File: src/rtl/atc_sqrt_cell.sv
// one restoring step of a 48-bit integer square root (24 result bits)
module atc_sqrt_cell (
  input  logic        clk,
  input  logic [47:0] rem_in,
  input  logic [23:0] root_in,
  input  logic [47:0] src_in,
  input  logic [56:0] pay_in,
  output logic [47:0] rem_out,
  output logic [23:0] root_out,
  output logic [47:0] src_out,
  output logic [56:0] pay_out
);
  logic [49:0] trial;
  logic [49:0] cur;
  logic [47:0] rem_nxt;
  logic [23:0] root_nxt;
  always_comb begin
    cur = {rem_in, src_in[47:46]};
    trial = {root_in, 2'b01};
    if (cur >= trial) begin
      rem_nxt = 48'(cur - trial);
      root_nxt = {root_in[22:0], 1'b1};
    end else begin
      rem_nxt = cur[47:0];
      root_nxt = {root_in[22:0], 1'b0};
    end
  end
  always_ff @(posedge clk) begin
    rem_out <= rem_nxt;
    root_out <= root_nxt;
    src_out <= {src_in[45:0], 2'b00};
    pay_out <= pay_in;
  end
endmodule

File: config.mk
export PLATFORM = sky130hd
export DESIGN_NAME = atc_sqrt_cell
export DESIGN_NICKNAME = d
export VERILOG_FILES = /design/src/rtl/atc_sqrt_cell.sv
export SDC_FILE = /design/constraint.sdc
export NUM_CORES = 1
export LEC_CHECK = 0
export BUFFER_PORTS_ARGS = -buffer_cell sky130_fd_sc_hd__clkbuf_2
export CORE_AREA = 2 2 137 139
export CTS_CLUSTER_SIZE = 24
export DETAILED_ROUTE_END_ITERATION = 8
export DIE_AREA = 0 0 139 141
export SETUP_SLACK_MARGIN = 0.05
export SLEW_MARGIN = 20
export SYNTH_ARGS = -nofsm -noshare
export SYNTH_HDL_FRONTEND = slang
export SYNTH_SLANG_ARGS = --single-unit
export TNS_END_PERCENT = 5
File: constraint.sdc
create_clock -name clk -period 4.5 [get_ports clk]
set_clock_uncertainty 0.2 [all_clocks]
set_input_delay 0 -clock clk [delete_from_list [all_inputs] [get_ports clk]]
set_output_delay 0 -clock clk [all_outputs]
set_load 0.02 [all_outputs]
# ---- Word level (Yosys, flattened, before mapping)
# Index checks and enable logic that the tools add are counted.
dict set report totals {
  ff_bits 175
  in_bits 178
}
dict set report classes {
  add_sub_neg 1
  magnitude_cmp 1
  muxes 2
}
# cell n
set ops {}
lappend ops {{$ge A50 B26 Y1} 1}
lappend ops {{$mux W48} 1}
lappend ops {{$sub A48 B26 Y48} 1}
lappend ops {{$mux W1} 1}

# ---- Longest topological paths before layout
dict set report depth {
  depth_word 2
  mapped_depth 13
}

# ---- Worst setup path after synthesis
# Ideal clock, no wire load.
dict set report synth_timing {
  path_kind {input to register}
  from {input root_in[23]}
  to {register rem_out[29]}
  setup_time_ns 0.072
  arrival_ns 2.304
  path_slack_ns 1.924
  stages 13
  path_buffers 3
  path_cell_list {inv_1 -> ha_1 -> buf_2 -> nand3_2 -> nor4_1 -> nand2_1 -> and3_1 -> and3_1 -> buf_6 -> or3_4 -> buf_6 -> nor4b_2 -> xor2_1}
}
dict set report synth_between {
  elab_chain_len 2
  elab_cells_between_ends 3
}
# element line_no
set synth_rtl {}
lappend synth_rtl {{start, declared} 5} ;# input logic [23:0] root_in,
lappend synth_rtl {{$sub A48 B26 Y48 / $ge A50 B26 Y1 (equally long branches)} {21, 20}}
lappend synth_rtl {{$mux W48 (*)} 20} ;# if (cur >= trial) begin
lappend synth_rtl {{named net rem_nxt[29]} 15} ;# logic [47:0] rem_nxt;
lappend synth_rtl {{end signal, assigned} 29} ;# rem_out <= rem_nxt;
lappend synth_rtl {{end, declared} 8} ;# output logic [47:0] rem_out,
# The timed path passes the listed nets; every way through them passes the cells marked *.

# ---- Final worst setup path
dict set report layout_timing {
  from {input root_in[11]}
  to {register rem_out[45]}
}
# Same word-level chain as after synthesis.

==> summary.txt <==
Hold path
  • Hold Crit Depth: 2
  • WHS Endpoint: src_out[26]$_DFF_P_
  • Hold Crit Start: src_in[24]
  • Hold Path Class: in2reg

Synth
  • Ys Warns: 0
  • Synth area leaders: dfxtp_1, ha_1, xor2_1
  • Gate count of the mapped netlist: 558
  • Ys async rst share: 0%
  • Primary FF master, synth: dfxtp_1
  • EDFF count, synth: 0
  • Most common cell in the netlist: dfxtp_1
  • Yosys reg bits: 175
  • Post-synth top area share: 58.77%
  • Area leader, netlist: dfxtp_1
  • Mapped Area: 0.005961 mm2
  • Register area share after synthesis: 58.77%
  • Avg Cell Area, Syn: 10.68 um2
  • Synth cell types: 59
  • Post-synth top cells: dfxtp_1, nand2_1, o21ai_0, inv_1, ha_1

Setup path
  • Critical path launch point: root_in[11]
  • CP most frequent cell: dlygate4sd3_1
  • Req. time, crit path: 4.61 ns
  • Largest stage delay, worst path: 0.70 ns
  • Critical path class: in2reg
  • Critical Path Source Type: primary input
  • CP max FO: 8
  • CP Capture Type: register
  • CP cell instances: dlygate4sd3_1 -> clkbuf_2 -> inv_1 -> ha_1 -> nand4_1 -> or2_0 -> o31ai_1 -> a21oi_1 -> nor4_1 -> nor3_1 -> xor2_1 -> dlygate4sd3_1
  • Arrival @ worst endpoint: 4.11 ns
  • Worst path buffer plus inverter count: 4
  • Delay-heaviest family, CP: simple AND/OR/NAND/NOR gates
  • CP max stage cell: nor4_1

Clock tree
  • Clock Tree Root: clkbuf_16
  • CTS max path bufs: 2
  • Cts repair resizes: 0
  • TritonCTS clock tree: done
  • Inserted Clock Buffers: 17
  • H-tree depth: 4
  • CTS sink cnt: 175
  • Postcts setup bufs: 0
  • Reg clk slew, reported paths: 0.07 ns

Finish
  • Layout cells sized above 1: 34.84%
  • Area grow syn2layout: 80.88%
  • Nets@finish: 1,342
  • Final core utilization: 59.02%
  • Non-Filler Instances: 1,387

Timing
  • Minimum clock period: 4.000 ns
  • Worst slew margin: 42.98%
  • Total negative setup slack: 0 ns
  • Final Slew Violations: 0
  • Unrepaired setup endpoints after global routing: false
  • Final hold slack: 0.001267 ns
  • Final setup viols: 0
  • Final period util: 88.89%
  • Worst slew pin tran: 0.8475 ns
  • Max Clock Freq: 250.0 MHz
  • Final hold vios: 0

Route
  • Antenna viol nets, final: 0
  • DR iter-0 viols: 273
  • Via count: 6,239
  • Final Routed Wirelength: 22,230 um
  • Total iterations of the first detailed-routing run: 5
  • Met2 wire len: 11,490 um
  • Via density: 4.498
  • M1 WL: 8677 um
  • Highest metal used: met4
  • Met3 WL: 1118 um
  • Residual DRC: 0
  • Drt wl/cell: 16.03 um

Global routing
  • Pin count of the biggest net entering global routing: 42
  • First-pass GRT wire length: 34,460 um
  • Number of global-route vias before repair: 6,466
  • Initial antenna violation count: 2
  • GRT Total Usage: 22.43%
  • Grt ovf: 0

Power
  • P_sw: 1.217 mW
  • Clk pwr share: 36.5%
  • Sw frac: 30.31%
  • Pwr/cell area: 372.5 mW/mm2
  • Gate power share: 20.9%
  • Sequential power share: 42.6%
  • Total chip power: 4.016 mW
  • Worst vdd rail ir drop: 247.7 uV
  • P_int: 2.799 mW
  • Leak: 5.165 nW

Floorplanning
  • I/O pin cnt: 355
  • Core area: 0.01827 mm2
  • FP Rows: 50
  • Chip height: 141 um
  • Die Area: 0.01960 mm2
  • Initial Util: 32.63%
  • Die width: 139 um

Job
  • MaxCap Viol Count: 0

Place
  • Placed Instances: 1,125
  • Final GP Congestion: 0.8359
  • Post-DP HPWL: 14,230 um
  • # port buffers: 352

Outcome
  • Outcome: finished clean
-- placed cells by master (no fill, tap or decap), drive strengths merged, types with 3 or more instances in the layout --
cell / count
a21o: 13
nor3: 13
clkbuf: 369
and3: 3
dfxtp: 175
nand3: 15
or3: 8
nor4: 7
nor2: 24
inv: 46
o21ai: 40
nand4: 8
or2: 4
nand2: 46
ha: 26
a21oi: 25
xnor2: 21
clkinv: 4
dlygate4sd3: 228
or4: 4
o211ai: 4
a2111oi: 4
a31oi: 3
o31ai: 4
xor2: 25
-- cell type report --
class / instances / area, um2
multi-input cells: 327 / 2207
well taps: 234 / 292.8
diodes: 2 / 5.005
repair buffers: 581 / 4051
clock buffers: 17 / 425.4
fillers: 1509 / 7486
flip-flops and latches: 175 / 3503
inverters: 36 / 135.1
clock inverters: 15 / 161.4
-- worst max-delay path by stage --
stage / end / cells past startpoint
detailed placement: rem_out[45]$_DFF_P_ / 10
CTS: rem_out[45]$_DFF_P_ / 12
finish: rem_out[45]$_DFF_P_ / 12
global placement: rem_out[45]$_DFF_P_ / 10
floorplan: rem_out[29]$_DFF_P_ / 13
global route: rem_out[47]$_DFF_P_ / 13
-- cells by family (layout without fill, tap and decap cells) --
logic type / Yosys count / after routing / synth area share (%)
AOI/OAI and AO/OA: 108 / 108 / 11.69
buffers and inverters: 57 / 649 / 4.261
xor gates and xnor gates: 46 / 46 / 6.759
adders and majority gates: 26 / 26 / 5.458
other: 1 / 4 / 0.06291
muxes: 1 / 1 / 0.1679
DFF: 175 / 175 / 58.77
and+or+nand+nor: 144 / 144 / 12.83
-- metrics by stage --
| stage | worst slack, ns | instance area [um2] |
|---|---|---|
| floorplan | 1.924 | 5964 |
| detailed placement | 1.235 | 7908 |
| global route | 0.2612 | 10780 |
| global placement | 1.287 | 7908 |
| CTS | 0.6016 | 10780 |
| finish | 0.4999 | 10780 |
-- flip-flops by register name (all words and copies together) (netlist names) --
name	count
pay_out	57
rem_out	48
root_out	24
src_out	46
-- power groups by stage --
stage	Clock [mW]	Sequential [mW]	Combinational [mW]
after floorplan	0	1.90	0.224
after global placement	0	1.74	0.661
after detailed placement	0	1.74	0.664
after CTS	1.50	1.71	0.829
after global routing	1.57	1.72	0.898
final	1.47	1.71	0.839
-- metal layers --
metal	GRT usage [%]	vias up
met4	12.49	0
met2	40.73	255
met3	4.891	58
met1	24.27	2857
met5	0	-
li1	-	3069
-- what timing repair did --
item / in CTS / in global routing
endpoints found under the hold margin: 174 / 0
hold buffers: 228 / 0
endpoints found under the setup margin: 0 / 0
Note: power is estimated with default switching activity, not from simulation.
