===== src/rtl/atc_pkg.sv =====
package atc_pkg;
  localparam int MAX_STAGES = 24;
  localparam int ZW = 34;
  localparam int XW = 28;
  localparam logic signed [ZW-1:0] DEG90 = 34'sd754974720;
  localparam logic signed [ZW-1:0] ATAN_TAB [MAX_STAGES] = '{
    34'sd377487360, 34'sd222843801, 34'sd117744544, 34'sd59768969,
    34'sd30000467, 34'sd15014858, 34'sd7509261, 34'sd3754860,
    34'sd1877459, 34'sd938733, 34'sd469367, 34'sd234683,
    34'sd117342, 34'sd58671, 34'sd29335, 34'sd14668,
    34'sd7334, 34'sd3667, 34'sd1833, 34'sd917,
    34'sd458, 34'sd229, 34'sd115, 34'sd57
  };

  typedef struct packed {
    logic signed [XW-1:0] x;
    logic signed [XW-1:0] y;
    logic signed [ZW-1:0] z;
    logic                 zero;
  } vec_t;

  typedef struct packed {
    logic signed [15:0] ax;
    logic signed [15:0] ay;
    logic signed [15:0] az;
    logic signed [14:0] gx;
    logic signed [14:0] gy;
    logic signed [14:0] gz;
  } side_t;

  function automatic logic signed [14:0] gyro_scale(input logic signed [15:0] raw);
    logic [22:0] mag;
    logic [31:0] q;
    logic signed [15:0] qs;
    mag = raw[15] ? 23'(-(23'(signed'(raw)) <<< 6)) : 23'({raw, 6'd0});
    // divide by 131 via reciprocal: floor(v*m/2^k), checked with correction
    q = 32'((40'(mag + 23'd65) * 40'd32017) >> 22);
    if (32'(q * 131) > 32'(mag + 23'd65)) q = q - 1;
    else if (32'((q + 1) * 131) <= 32'(mag + 23'd65)) q = q + 1;
    qs = raw[15] ? -16'(q) : 16'(q);
    return qs[14:0];
  endfunction
endpackage


===== src/rtl/atc_cell.sv =====
module atc_cell #(
  parameter int IDX = 0
) (
  input  logic           clk,
  input  atc_pkg::vec_t  v_in,
  output atc_pkg::vec_t  v_out
);
  atc_pkg::vec_t v_r, v_nxt;
  always_comb begin
    v_nxt = v_in;
    if (!v_in.y[atc_pkg::XW-1]) begin
      v_nxt.x = v_in.x + (v_in.y >>> IDX);
      v_nxt.y = v_in.y - (v_in.x >>> IDX);
      v_nxt.z = v_in.z + atc_pkg::ATAN_TAB[IDX];
    end else begin
      v_nxt.x = v_in.x - (v_in.y >>> IDX);
      v_nxt.y = v_in.y + (v_in.x >>> IDX);
      v_nxt.z = v_in.z - atc_pkg::ATAN_TAB[IDX];
    end
  end
  always_ff @(posedge clk) v_r <= v_nxt;
  assign v_out = v_r;
endmodule


===== config.mk =====
export PLATFORM = sky130hd
export DESIGN_NAME = atc_cell
export DESIGN_NICKNAME = d
export VERILOG_FILES = /design/src/rtl/atc_pkg.sv /design/src/rtl/atc_cell.sv
export SDC_FILE = /design/constraint.sdc
export NUM_CORES = 1
export LEC_CHECK = 0
export ABC_AREA = 0
export BUFFER_PORTS_ARGS = -buffer_cell sky130_fd_sc_hd__buf_4
export CAP_MARGIN = 15
export CELL_PAD_IN_SITES_DETAIL_PLACEMENT = 0
export CELL_PAD_IN_SITES_GLOBAL_PLACEMENT = 1
export CORE_MARGIN = 2
export CORE_UTILIZATION = 35
export DETAILED_ROUTE_END_ITERATION = 10
export GPL_TIMING_DRIVEN = 0
export MAX_ROUTING_LAYER = met4
export PLACE_DENSITY = 0.75
export SLEW_MARGIN = 20
export SYNTH_ARGS = -nofsm -noshare
export SYNTH_HDL_FRONTEND = slang
export SYNTH_SLANG_ARGS = --single-unit

===== constraint.sdc =====
create_clock -name clk -period 6.2 [get_ports clk]
set_input_delay 0.62 -clock clk [delete_from_list [all_inputs] [get_ports clk]]
set_output_delay 0.62 -clock clk [all_outputs]
set_load 0.02 [all_outputs]

Yosys cells after proc, flatten, opt, wreduce, memory -nomap -nowiden

Index checks and enable logic that the tools add are counted.

Bits in registers: 91
Input bits: 92
Output and inout bits: 91

Add/subtract/negate cells: 5
Muxes and demuxes: 1

Operator list:

| kind                                                 | count |
|---|---|
| two-way mux 90 bit                                   | 1 |
| subtractor 28 bit                                    | 2 |
| adder 34 x 30 -> 34 bit (second input constant)      | 1 |
| subtractor 34 x 30 -> 34 bit (second input constant) | 1 |
| adder 28 bit                                         | 1 |

Longest topological paths before layout

Gate-level depths: netlist of run 1.

Depth after elaboration: 2
Gate-level depth with buffers: 12

Worst setup path before layout of run 1

Ideal clock, no wire load.

Kind: input-to-reg
Start point: input port v_in[62] in the netlist's numbering
End point: register v_r, in the netlist v_out[34]
Setup time: 0.119 ns
Arrival time: 2.755 ns
Required time: 6.081 ns
Setup slack: 3.326 ns
Cell stages on the path: 12
Path buffers: 2
Cell sequence: clkbuf_1 -> clkinv_1 -> clkbuf_1 -> ha_1 -> nor2b_1 -> o21ai_0 -> a21boi_0 -> o21ai_0 -> a21oi_1 -> o21ai_0 -> mux2i_1 -> nor2_1

RTL lines:

| element              | RTL line       | RTL |
|---|---|---|
| start, declared      | atc_cell.sv:5  | `input atc_pkg::vec_t v_in,` |
| end signal, assigned | atc_cell.sv:21 | `always_ff @(posedge clk) v_r <= v_nxt;` |
| end, declared        | atc_cell.sv:8  | `atc_pkg::vec_t v_r, v_nxt;` |

==> metrics.md, run 1 <==
| Metric | Value |
|---|---|
| TritonCTS clock tree | built |
| Final Setup Violations | 0 |
| Die Wd | 147 um |
| Worst Setup End Kind | register |
| Clock network power share | a little over a quarter |
| Clock sink total | 90 |
| Hold path start | v_in[8] |
| Vias in the first global route | just under 7000 |
| Max-Cap Viols | 0 |
| Gpl congestion | 0.912 |
| Setup bufs post-CTS | 0 |
| First-pass GRT wire length | ~37000 um |
| Tcrit/Tclk final | ~55% |
| Synthesized cell area | ~7100 um^2 |
| Area contributors post-synth | dfxtp_1, ha_1, xnor2_1 |
| Core area | 20100 um^2 |
| Fin area | ~9000 um^2 |
| Final Hold Vio Count | 0 |
| Syn_nets | between 1000 and 1500 |
| Vias | between 7000 and 8000 |
| Largest net degree at the start of global routing | 16 |
| Commonest cells after routing, fill and taps aside | buf_4, ha_1, dfxtp_1 |
| Hold WC Path Type | in -> reg |
| Pleak | between 0.004 and 0.005 uW |
| Synth warn | 0 |
| CTS Hold Bufs | 0 |
| Wire per inst | between 15 and 20 um |
| P&R area growth vs syn | 28.5% |
| Critical-path top delay cell | ha_1 |
| Num ports | 183 |
| CP max FO | 13 |
| Setup CP Type | in -> reg |
| Part of the power in combinational logic | around 42% |
| 1st-iter DRT viols | about 570 |
| Slew Limit Fails | 0 |
| Post-synth top flop | dfxtp_1 |
| Post-layout util | 45.6% |
| Starting density of the core | between 30% and 40% |
| DRC violations left | 0 |
| Crit path arrival time | about 3.6 ns |
| Die area | around 22000 um^2 |
| PD cells | approximately 250 nW/um^2 |
| Post-synth EDFFs | 0 |
| Critical Path Start | v_in[62] |
| Mean Syn Cell Area | roughly 8 um^2 |
| Sw Share | a little under two fifths |
| Layout cells sized above 1 | between 20% and 30% |
| CP max stage delay | between 0.4 and 0.5 ns |
| Critical path, cell by cell | buf_4 > clkbuf_1 > clkinv_1 > clkbuf_1 > ha_1 > nor2b_1 > o21ai_0 > a21boi_0 > o21ai_0 > a21oi_1 > o21ai_0 > mux2i_1 > nor2_1 |
| Cell row count | 52 |
| Clk buf depth | 2 |
| Kind of start point of the critical path | input pin |
| Post-CTS Resized | 0 |
| Max IR drop VDD | approximately 0.12 mV |
| Max reg flops | 90 |
| Hold path cells | 1 |
| Sequential area share after synthesis | 25.3% |
| DRT Pass-1 Iters | 5 |
| Worst-path clk slew | around 0.070 ns |
| GRT Total Usage | 22.2% |
| Total gr overflow | 0 |
| P_sw | approximately 840 uW |
| Worst Hold Endpoint | v_out[8] |
| Vias per cell | 5.28 |
| Post-synth top area cell | dfxtp_1 |
| Unrepaired setup endpoints after global routing | false |
| Post-DP HPWL | between 15000 and 20000 um |
| Num CTS Buffers | 9 |
| Gate Count Post-Synth | 870 |
| Nets | between 1000 and 1500 |
| DP Area | around 9000 um^2 |
| Antenna cells | 0 |
| Yosys top cell area share | between 20% and 30% |
| Die height | around 150 um |
| Setup TNS | 0 ns |
| Final WL | about 24000 um |
| CTS root buffer | clkbuf_16 |
| Seq cells post-synth | 90 |
| Power Internal | 1440 uW |
| WP data required | between 6 and 7 ns |
| Sequential share of power | a little under a third |
| Worst Path Buf+Inv | 4 |
| Post-route ant nets | 0 |
| Status | complete, no violations |
| Tmin final | approximately 3.4 ns |
| Number of library cell types mapped by synthesis | between 70 and 80 |
| Initial antenna violation count | 0 |
| Fmax | around 0.30 GHz |
| Top delay family on crit path | buffers and inverters |
| PortBufs | ~180 |
| H-tree levels | 3 |
| Slew at the pin with the worst max-slew slack | 0.936 ns |
| Commonest non-fill, non-tap cell in the layout | buf_4 |
| FFs w/ async S/R, synth | 0% |
| Critical Path Most Common Cell | o21ai_0 |
| Relative slew slack | 37.6% |
[power by group through the flow]
| stage | Combinational (uW) | Sequential (uW) | Clock, uW |
|---|---|---|---|
| 4_1_cts | 942 | 718 | 636 |
| 5_1_grt | 1020 | 727 | 659 |
| 2_1_floorplan | 425 | 866 | 0 |
| 3_3_place_gp | 941 | 727 | 0 |
| 6_report | 948 | 716 | 621 |
| 3_5_place_dp | 938 | 731 | 0 |
[cells in the mapped netlist (12+ instances only)]
master     n
a21o_1    28
a21oi_1   83
clkbuf_1  21
dfxtp_1   90
ha_1      99
inv_1     83
mux2i_1   14
nand2_1   42
nand4_1   12
nor2_1    60
nor3_1    16
o21ai_0   45
o21bai_1  14
xnor2_1   49
[layer usage]
layer	part of all wire (%)	vias up	global-route usage, %
met3	7.7	42	3.39
met4	2.3	0	7.09
met5	0	-	-
met2	45	325	34.8
li1	-	3440	-
met1	45	3264	29.6
[layout make-up]
type                            instances  area (um^2)
Buffer                                 37          183
Clock buffer                           11          243
Clock inverter                          5         85.1
Fill cell                            2044        10900
Inverter                               89          334
Multi-Input combinational cell        654         4810
Sequential cell                        90         1800
Tap cell                              270          338
Timing Repair Buffer                  182         1370
[per-stage QoR]
| step | hold slack (ns) | power (uW) | setup slack [ns] | cells |
|---|---|---|---|---|
| final | 0.370 | 2290 | 2.82 | 1338 |
| after global placement | 0.724 | 1670 | 2.47 | 1322 |
| after floorplan | 0.648 | 1290 | 3.33 | 870 |
| after detailed placement | 0.726 | 1670 | 2.48 | 1322 |
| after CTS | 0.361 | 2300 | 2.83 | 1338 |
| after global routing | 0.356 | 2400 | 2.50 | 1338 |
[cells by family after synthesis]
family | share of synthesized area (%)
compound gates | 25.9
simple gates | 14.1
buf+inv | 7.24
fa+ha+maj | 18.5
flops | 25.3
xor+xnor | 7.12
mux | 1.96
[how the worst max path moves through the flow]
stage                endpoint  slack [ns]  depth (start not counted)
global route        v_out[34]        2.50                         13
detailed placement  v_out[34]        2.48                         13
floorplan           v_out[34]        3.33                         12
finish              v_out[34]        2.82                         13
global placement    v_out[34]        2.47                         13
CTS                 v_out[34]        2.83                         13
Note: power is estimated with default switching activity, not from simulation.
==> run 2: changes to the inputs <==
==> constraint.sdc (replaced) <==
create_clock -name clk -period 3.25 [get_ports clk]
set_input_delay 0.325 -clock clk [delete_from_list [all_inputs] [get_ports clk]]
set_output_delay 0.325 -clock clk [all_outputs]
set_load 0.02 [all_outputs]
==> metrics.md, run 2 (synthesized netlist as in run 1, its figures left out) <==
| Metric | Value |
|---|---|
| Status | complete, no violations |
| Part of the power in combinational logic | roughly 42% |
| Die height | roughly 150 um |
| Vias per cell | about 5.3 |
| Final Hold Vio Count | 0 |
| Largest net degree at the start of global routing | 16 |
| Hold path cells | 1 |
| Layout cells sized above 1 | between 20% and 30% |
| Unrepaired setup endpoints after global routing | false |
| Tmin final | 2.89 ns |
| H-tree levels | 3 |
| Nets | 1258 |
| Core area | between 20000 and 25000 um^2 |
| CP max stage delay | ~0.36 ns |
| Num ports | roughly 180 |
| Commonest non-fill, non-tap cell in the layout | buf_4 |
| PortBufs | between 150 and 200 |
| Tcrit/Tclk final | 89.0% |
| WP data required | roughly 3.5 ns |
| Power Internal | 2750 uW |
| Cells after DPL | between 1000 and 1500 |
| Initial antenna violation count | 0 |
| Max-Cap Viols | 0 |
| Clock network power share | roughly 27% |
| CTS root buffer | clkbuf_16 |
| Critical path, cell by cell | buf_4 > clkbuf_1 > clkinv_1 > buf_2 > ha_1 > nor2b_1 > o21ai_0 > a21boi_0 > o21ai_0 > a21oi_1 > o21ai_0 > mux2i_1 > nor2_1 |
| Post-CTS Resized | 0 |
| GRT Total Usage | 22.2% |
| Crit path arrival time | 3.12 ns |
| Worst Path Buf+Inv | 4 |
| Max IR drop VDD | roughly 0.22 mV |
| Max reg flops | 90 |
| Setup ws final | ~0.36 ns |
| Pleak | 0.00444 uW |
| Worst Setup End Kind | register |
| Hold WC Path Type | in -> reg |
| Gpl congestion | slightly above 0.9 |
| Die Wd | about 150 um |
| Crit path depth | 13 |
| Top delay family on crit path | buffers and inverters |
| Critical-path top delay cell | ha_1 |
| Sw Share | between 30% and 40% |
| Vias | 7069 |
| Setup CP Type | in -> reg |
| Slew at the pin with the worst max-slew slack | about 0.93 ns |
| Final Setup Violations | 0 |
| Slew Limit Fails | 0 |
| Setup bufs post-CTS | 0 |
| CP max FO | 13 |
| Kind of start point of the critical path | input pin |
| Fmax | 0.346 GHz |
| Post-route ant nets | 0 |
| Worst-path clk slew | roughly 0.07 ns |
| Non-filler cells, final | 1338 |
| Clk buf depth | 2 |
| Final WL | ~24000 um |
| Total gr overflow | 0 |
| P&R area growth vs syn | 28.5% |
| Die area | between 20000 and 25000 um^2 |
| Wire per inst | around 18 um |
| Starting density of the core | between 30% and 40% |
| Antenna cells | 0 |
| Pre-CTS WS | -0.170 ns |
| DRT Pass-1 Iters | 5 |
| TritonCTS clock tree | built |
| Post-DP HPWL | 18900 um |
| DRC violations left | 0 |
| P_sw | roughly 1600 uW |
| CTS Hold Bufs | 0 |
| Num CTS Buffers | 9 |
| Vias in the first global route | about 6800 |
| First-pass GRT wire length | 37100 um |
| Relative slew slack | between 30% and 40% |
| Critical Path Most Common Cell | o21ai_0 |
| 1st-iter DRT viols | ~560 |
| Post-layout util | 45.6% |
| Sequential share of power | between 30 and 40% |
| Cell row count | 52 |
| PD cells | roughly 480 nW/um^2 |
| Clock sink total | 90 |
| Commonest cells after routing, fill and taps aside | buf_4, ha_1, dfxtp_1 |
## run 2: cell types whose count changed in the layout (fill, tap and decap cells not counted), sizes merged
cell | before | now
buf | 198 | 199
clkbuf | 32 | 31
## run 2: cell type report
class | count | area, um^2
tap | 270 | 338
clock inverter | 5 | 85.1
timing repair buffer | 182 | 1370
buffer | 37 | 184
fill | 2044 | 10900
multi-input combinational | 654 | 4810
clock buffer | 11 | 243
inverter | 89 | 334
sequential | 90 | 1800
## run 2: layer usage
layer | up-vias | global-route usage (%) | wire length (um)
met2 | 338 | 34.8 | 10600
met3 | 46 | 3.39 | 1870
met5 | - | - | 0
li1 | 3441 | - | -
met1 | 3244 | 29.6 | 10700
met4 | 0 | 7.09 | 599
## run 2: metrics by stage
stage	hold slack (ns)	setup TNS, ns	total power (uW)	area, um^2
2_1_floorplan	0.353	0	2460	7130
3_3_place_gp	0.429	-0.182	3180	8840
3_5_place_dp	0.431	-0.192	3180	8840
4_1_cts	0.0659	0	4380	9170
5_1_grt	0.0612	0	4590	9170
6_report	0.0765	0	4360	9170
## run 2: worst paths after layout
kind | start | to | slack (ns)
worst max-delay path | v_in[62] | v_out[34] | 0.36
worst min-delay path | v_in[8] | v_out[8] | 0.08
## run 2: power groups by stage
stage	registers, uW	clock network (uW)	logic, uW
after floorplan	1650	0	811
after global placement	1390	0	1800
after detailed placement	1390	0	1790
after CTS	1370	1210	1800
after global routing	1390	1260	1940
final	1370	1190	1810
